File: config.mk
export PLATFORM = sky130hd
export DESIGN_NAME = olae_ctrl
export DESIGN_NICKNAME = d
export VERILOG_FILES = /design/src/rtl/olae_pkg.sv /design/src/rtl/olae_ctrl.sv
export SDC_FILE = /design/constraint.sdc
export NUM_CORES = 1
export LEC_CHECK = 0
export BUFFER_PORTS_ARGS = -buffer_cell sky130_fd_sc_hd__buf_4
export CAP_MARGIN = 20
export CORE_AREA = 4 4 101 103
export CTS_CLUSTER_DIAMETER = 200
export DETAILED_ROUTE_END_ITERATION = 12
export DIE_AREA = 0 0 105 107
export HOLD_SLACK_MARGIN = 0.15
export PLACE_DENSITY = 0.76
export SLEW_MARGIN = 20
export SYNTH_ARGS = -nofsm -noshare
export SYNTH_HDL_FRONTEND = slang
export SYNTH_SLANG_ARGS = --single-unit
File: constraint.sdc
create_clock -name clk -period 2.5 [get_ports clk]
set_input_delay 0.25 -clock clk [delete_from_list [all_inputs] [get_ports clk]]
set_output_delay 0.25 -clock clk [all_outputs]
set_load 0.01 [all_outputs]
File: src/rtl/olae_pkg.sv
// Shared types and constants for the ordered array list engine.
// Used by the controller, the datapath and the top level. No dependencies.
package olae_pkg;

	localparam int DEPTH    = 128;
	localparam int KEY_BITS = 64;
	localparam int WORD_W   = 64;
	localparam int ADDR_W   = $clog2(DEPTH);
	localparam int CNT_W    = $clog2(DEPTH + 1);
	localparam int OP_W     = 2;
	localparam int POS_W    = 8;
	localparam int CAP_W    = 8;
	localparam int STATUS_W = 2;
	localparam int FOUND_W  = 7;
	localparam int ECNT_W   = 8;
	localparam int CMP_W    = (CNT_W > POS_W) ? CNT_W : POS_W;

	localparam logic [CAP_W-1:0] CAP_RESET = CAP_W'(128);

	typedef enum logic [OP_W-1:0] {
		OP_INSERT = 2'd0,
		OP_REMOVE = 2'd1,
		OP_FIND   = 2'd2
	} op_t;

	typedef enum logic [STATUS_W-1:0] {
		ST_OK        = 2'd0,
		ST_RANGE     = 2'd1,
		ST_FULL      = 2'd2,
		ST_NOT_FOUND = 2'd3
	} status_t;

	typedef struct packed {
		logic [KEY_BITS-1:0] key;
		logic [WORD_W-1:0]   author;
		logic [WORD_W-1:0]   code;
	} record_t;

	// controller -> datapath
	typedef struct packed {
		logic              load;
		logic              rd_en;
		logic [ADDR_W-1:0] rd_addr;
		logic              wr_en;
		logic [ADDR_W-1:0] wr_addr;
		logic              wr_item;
	} dp_cmd_t;

	// datapath -> controller
	typedef struct packed {
		logic key_match;
	} dp_sts_t;

endpackage

File: src/rtl/olae_ctrl.sv
// Sequencer of the list engine: checks, shift and scan walks, result register.
// Drives the datapath through dp_cmd_t. Uses olae_pkg.
module olae_ctrl import olae_pkg::*; (
	input  logic                clk,
	input  logic                arst_n,
	input  logic                in_valid,
	output logic                in_stall,
	input  logic [OP_W-1:0]     opcode,
	input  logic [POS_W-1:0]    position,
	output logic                out_valid,
	input  logic                out_stall,
	output logic [STATUS_W-1:0] status,
	output logic [FOUND_W-1:0]  found_position,
	output logic [ECNT_W-1:0]   entry_count,
	input  logic                cfg_valid,
	output logic                cfg_ready,
	input  logic [CAP_W-1:0]    cfg_data,
	output dp_cmd_t             cmd,
	input  dp_sts_t             sts
);

	typedef enum logic [3:0] {
		S_IDLE,
		S_INS_SHIFT,
		S_INS_DRAIN,
		S_INS_PUT,
		S_REM_SHIFT,
		S_REM_DRAIN,
		S_FIND,
		S_FIND_LAST,
		S_DONE
	} state_t;

	state_t              state_q;
	logic [CNT_W-1:0]    count_q;
	logic [CAP_W-1:0]    capacity_q;
	logic [ADDR_W-1:0]   idx_q;
	logic [ADDR_W-1:0]   pos_q;
	logic                pend_q;
	logic [ADDR_W-1:0]   pend_addr_q;
	status_t             res_status_q;
	logic [ADDR_W-1:0]   res_found_q;
	logic                out_valid_q;
	logic [STATUS_W-1:0] out_status_q;
	logic [FOUND_W-1:0]  out_found_q;
	logic [ECNT_W-1:0]   out_count_q;

	logic                accept;
	logic [CMP_W-1:0]    pos_ext;
	logic [CMP_W-1:0]    cnt_ext;
	logic [CMP_W-1:0]    cap_ext;
	logic [CMP_W-1:0]    limit;
	logic                idx_is_last;

	assign accept    = in_valid && !in_stall;
	assign in_stall  = (state_q != S_IDLE);
	assign cfg_ready = 1'b1;

	assign pos_ext = CMP_W'(position);
	assign cnt_ext = CMP_W'(count_q);
	assign cap_ext = CMP_W'(capacity_q);
	assign limit   = (cap_ext < CMP_W'(DEPTH)) ? cap_ext : CMP_W'(DEPTH);

	// last element of an upward walk (remove, find)
	assign idx_is_last = ((CNT_W'(idx_q) + CNT_W'(1)) == count_q);

	always_comb begin
		cmd         = '0;
		cmd.load    = accept;
		cmd.rd_addr = idx_q;
		cmd.wr_addr = pend_addr_q;
		case (state_q)
			S_INS_SHIFT, S_REM_SHIFT: begin
				cmd.rd_en = 1'b1;
				cmd.wr_en = pend_q;
			end
			S_INS_DRAIN, S_REM_DRAIN: begin
				cmd.wr_en = pend_q;
			end
			S_INS_PUT: begin
				cmd.wr_en   = 1'b1;
				cmd.wr_item = 1'b1;
				cmd.wr_addr = pos_q;
			end
			S_FIND: begin
				cmd.rd_en = 1'b1;
			end
			default: begin
			end
		endcase
	end

	always_ff @(posedge clk or negedge arst_n) begin
		if (!arst_n) begin
			state_q      <= S_IDLE;
			count_q      <= '0;
			capacity_q   <= CAP_RESET;
			idx_q        <= '0;
			pos_q        <= '0;
			pend_q       <= 1'b0;
			pend_addr_q  <= '0;
			res_status_q <= ST_OK;
			res_found_q  <= '0;
			out_valid_q  <= 1'b0;
			out_status_q <= '0;
			out_found_q  <= '0;
			out_count_q  <= '0;
		end else begin
			if (cfg_valid && cfg_ready) begin
				capacity_q <= cfg_data;
			end
			// DONE reloads the slot itself
			if (out_valid_q && !out_stall && state_q != S_DONE) begin
				out_valid_q <= 1'b0;
			end

			case (state_q)
				S_IDLE: begin
					if (accept) begin
						pend_q       <= 1'b0;
						res_status_q <= ST_OK;
						res_found_q  <= '0;
						pos_q        <= ADDR_W'(position);
						case (opcode)
							OP_INSERT: begin
								if (pos_ext > cnt_ext) begin
									res_status_q <= ST_RANGE;
									state_q      <= S_DONE;
								end else if (cnt_ext >= limit) begin
									res_status_q <= ST_FULL;
									state_q      <= S_DONE;
								end else if (pos_ext == cnt_ext) begin
									state_q <= S_INS_PUT;
								end else begin
									idx_q   <= ADDR_W'(count_q - CNT_W'(1));
									state_q <= S_INS_SHIFT;
								end
							end
							OP_REMOVE: begin
								if (pos_ext >= cnt_ext) begin
									res_status_q <= ST_RANGE;
									state_q      <= S_DONE;
								end else if ((pos_ext + CMP_W'(1)) == cnt_ext) begin
									state_q <= S_REM_DRAIN;
								end else begin
									idx_q   <= ADDR_W'(position) + ADDR_W'(1);
									state_q <= S_REM_SHIFT;
								end
							end
							OP_FIND: begin
								if (count_q == '0) begin
									res_status_q <= ST_NOT_FOUND;
									state_q      <= S_DONE;
								end else begin
									idx_q   <= '0;
									state_q <= S_FIND;
								end
							end
							default: begin
								state_q <= S_DONE;
							end
						endcase
					end
				end
				S_INS_SHIFT: begin
					// read idx now, write it one slot up next cycle
					pend_q      <= 1'b1;
					pend_addr_q <= idx_q + ADDR_W'(1);
					if (idx_q == pos_q) begin
						state_q <= S_INS_DRAIN;
					end else begin
						idx_q <= idx_q - ADDR_W'(1);
					end
				end
				S_INS_DRAIN: begin
					pend_q  <= 1'b0;
					state_q <= S_INS_PUT;
				end
				S_INS_PUT: begin
					count_q <= count_q + CNT_W'(1);
					state_q <= S_DONE;
				end
				S_REM_SHIFT: begin
					pend_q      <= 1'b1;
					pend_addr_q <= idx_q - ADDR_W'(1);
					if (idx_is_last) begin
						state_q <= S_REM_DRAIN;
					end else begin
						idx_q <= idx_q + ADDR_W'(1);
					end
				end
				S_REM_DRAIN: begin
					pend_q  <= 1'b0;
					count_q <= count_q - CNT_W'(1);
					state_q <= S_DONE;
				end
				S_FIND: begin
					// pend marks valid read data from the previous cycle
					pend_q      <= 1'b1;
					pend_addr_q <= idx_q;
					if (pend_q && sts.key_match) begin
						res_found_q <= pend_addr_q;
						state_q     <= S_DONE;
					end else if (idx_is_last) begin
						state_q <= S_FIND_LAST;
					end else begin
						idx_q <= idx_q + ADDR_W'(1);
					end
				end
				S_FIND_LAST: begin
					pend_q <= 1'b0;
					if (sts.key_match) begin
						res_found_q <= pend_addr_q;
					end else begin
						res_status_q <= ST_NOT_FOUND;
					end
					state_q <= S_DONE;
				end
				S_DONE: begin
					if (!out_valid_q || !out_stall) begin
						out_valid_q  <= 1'b1;
						out_status_q <= res_status_q;
						out_found_q  <= FOUND_W'(res_found_q);
						out_count_q  <= ECNT_W'(count_q);
						state_q      <= S_IDLE;
					end
				end
				default: begin
					state_q <= S_IDLE;
				end
			endcase
		end
	end

	assign out_valid      = out_valid_q;
	assign status         = out_status_q;
	assign found_position = out_found_q;
	assign entry_count    = out_count_q;

endmodule

==> results.py <==
metrics = {
    "synthesis": {
        "yosysWarnings": 0,
        "avgSynthCellArea_sq_um": 8.87,
        "synth_top_area_share_pct": 35.0,
        "yosys.area.top_type": "dfrtp_1",
        "syn_nets": 598,
        "postSynth.asyncResetShare_pct": 100,
        "synthCells": 548,
        "synthesis.area_sq_mm": 0.00486,
        "synth_edf_count": 0,
        "synth_area_leaders": "dfrtp_1, ha_1, nand2_1",
        "synth_flop_cell": "dfrtp_1",
        "yosysSeqAreaShare_pct": 35.5,
        "synth_seq_cells": 69,
        "synthDistinctLibCells": 70,
    },
    "drt": {
        "drc": 0,
        "dr.pass1.iters": 5,
        "via_count": 4701,
        "drtIter0Drc": 457,
        "wl_mm": 14.6,
        "wl_per_cell_um": 19.1,
        "viasPerCell": 6.14,
        "ant_nets": 0,
    },
    "worst_setup_path": {
        "worstSetupPathType": "flip-flop to flip-flop",
        "required_ps": 2750,
        "endpoint_kind": "flip-flop",
        "r2r_cells": 10,
        "r2r_setup_slack_ps": -30,
        "reg2reg_to": "idx_q[4]",
        "start_kind": "flip-flop",
        "path_cells": "nor2b_1 > ha_1 > nand2b_4 > a2111oi_4 > o31ai_2 > o21ai_1 > nand4b_2 > a21oi_4 > buf_12 > mux2_4",
        "crit_arrival_ps": 2780,
        "worstReg2RegStart": "cap_ext[7]",
        "cp_slowest_cell": "dfstp_2",
        "cp_max_fo": 6,
        "max_stage_delay_ps": 570,
    },
    "layout": {
        "final_common_cell": "buf_4",
        "nets": 700,
        "final-instance-count-excl-fill": 766,
        "layout_common_cells": "buf_4, nand2_1, dfrtp_1",
        "synthToLayoutAreaGrowth_pct": 26.5,
        "final_util_pct": 66.9,
        "diodes": 0,
        "drive_gt1_share_pct": 28.7,
    },
    "power_and_ir_drop": {
        "power_mw": 7.70,
        "ir_drop_mv": 0.703,
        "leakagePower_nw": 2.77,
        "powerDensity_mw_per_mm2": 1250,
    },
    "floorplanning": {
        "start_util_pct": 52.9,
        "die-area_sq_mm": 0.0112,
        "fp-row-count": 35,
        "die_y_um": 107,
        "die_x_um": 105,
        "core_area_sq_mm": 0.00920,
        "boundaryPins": 62,
    },
    "placement": {
        "dp.final_hpwl_mm": 11.0,
        "placed_cells": 736,
        "io_buffers": 60,
        "gp_congestion": 0.968,
        "place_ws_ps": -137,
    },
    "cts": {
        "clk_path_buf_depth": 2,
        "cts_sinks": 69,
        "clk_pin_slew_ps": 90,
        "clkLatencyLatePin_ps": 360,
        "htree_levels": 3,
        "root_buffer": "clkbuf_8",
        "cts_tree": "done",
        "numCtsBuffers": 9,
    },
    "sta": {
        "finalHoldViolCount": 0,
        "setup_viol": 5,
        "tightest_slew_ps": 883,
        "min_period_over_period_pct": 101,
        "fin_crit_ps": 2530,
        "rsz0062_at_grt": "true",
        "slew_headroom_pct": 41.1,
        "fmax_ghz": 0.395,
        "drv_slew": 0,
        "finalClockSkew_ps": 11.3,
        "worst_slack_ps": -30.9,
    },
    "min_path": {
        "hold_path_depth": 2,
        "hp-start": "position[1]",
        "hold_class": "primary input to flip-flop",
        "holdPathEnd": "pos_q[1]",
    },
    "global_routing": {
        "grt_pass1_vias": 4500,
        "grt.total_usage_pct": 26.9,
        "grt_pass1_wl_mm": 23.8,
        "antenna_found_initial": 1,
        "overflow": 0,
        "grt_max_degree": 70,
    },
    "status": {
        "status": "finished, violations left",
        "failed_checks": "setup timing",
    },
    "flow_run": {
        "cap_violations": 0,
    },
}
==> metrics by stage <==
step / area, sq um / TNS [ps] / hold slack [ps]
after CTS: 6070 / -354 / 164
after floorplan: 4900 / 0 / -45.6
after global placement: 5750 / -114 / 412
after global routing: 6150 / -740 / 173
final: 6150 / -120 / 171
after detailed placement: 5750 / -779 / 421
==> critical path: cells and delay by family, from the launching register on <==
family	cells	cell delay, ps
DFF	1	570
buffers and inverters	1	140
adders and majority gates	1	280
and+or+nand+nor	3	370
muxes	1	290
AOI/OAI and AO/OA	4	760
==> power by group <==
group	switching [mW]	internal, mW	total, mW
Clock	0.500	0.367	0.867
Combinational	2.54	2.32	4.86
Sequential	0.451	1.52	1.97
Total	3.49	4.21	7.70
==> area by class of cell <==
type | count | area [sq um]
timing repair buffer | 130 | 1030
clock inverter | 6 | 47.5
sequential | 69 | 1730
clock buffer | 10 | 128
inverter | 21 | 83.8
fill | 766 | 3050
multi-input combinational | 419 | 2990
tap | 111 | 139
==> kinds of logic (layout without fill, tap and decap cells) <==
group	count (synthesis)	in the layout	synth area share (%)
AND/OR/NAND/NOR	181	181	18.2
AO/OA/AOI/OAI	143	143	20.3
flip-flops	69	69	35.5
buffers and inverters	60	167	5.02
XOR/XNOR	37	37	6.66
multiplexers	31	31	7.49
adder cells (fa/ha/maj)	26	26	6.69
other	1	1	0.0771
==> how the worst max path moves through the flow <==
stage,startpoint,end,slack (ps),cells past startpoint
floorplan,idx_q[0],idx_q[2],2,12
global placement,cap_ext[7],idx_q[6],-20,11
detailed placement,cap_ext[7],idx_q[1],-140,12
CTS,cap_ext[7],idx_q[4],-70,9
global route,cap_ext[7],idx_q[4],-120,10
finish,cap_ext[7],idx_q[4],-30,10
==> flip-flops by register name, indices dropped and copies added, names as in the netlist <==
name and cells:
cap_ext 8, cnt_ext 8, entry_count 8, found_position 7
idx_q 7, out_valid 1, pend_addr_q 7, pend_q 1
pos_q 7, res_found_q 7, res_status_q 2, state_q 4
status 2
==> per-layer routing <==
metal | global-route usage, % | part of all wire, %
met1 | 37.0 | 44
met2 | 41.5 | 45
met3 | 6.98 | 9.1
met4 | 8.72 | 2.4
met5 | 0 | 0.048
==> what timing repair did <==
item | in CTS | in global routing
pin swaps | 4 | 7
endpoints found under the setup margin | 7 | 19
hold buffers | 11 | 0
gates resized for setup | 6 | 10
endpoints found under the hold margin | 77 | 0
buffers inserted | 0 | 3
==> cell usage after synthesis (5+ instances only) <==
master and number:
mux2_1 6, nand2_1 78, xor2_1 11, nand2b_1 5, a21oi_1 17, nor4_1 5, clkbuf_1 25, nand3_1 13
and3_1 6, mux2_4 5, mux2_2 17, o21ai_0 33, nor2_1 31, o21a_1 6, ha_1 26, nor3_1 11
a22o_1 11, o21ai_1 6, a22oi_1 7, buf_2 6, o22ai_1 12, a31oi_1 6, inv_1 16, nor2b_1 5
a221o_1 5, dfrtp_1 68, buf_1 5, xnor2_1 26, a211oi_1 6
(Power assumes the default switching activity.)
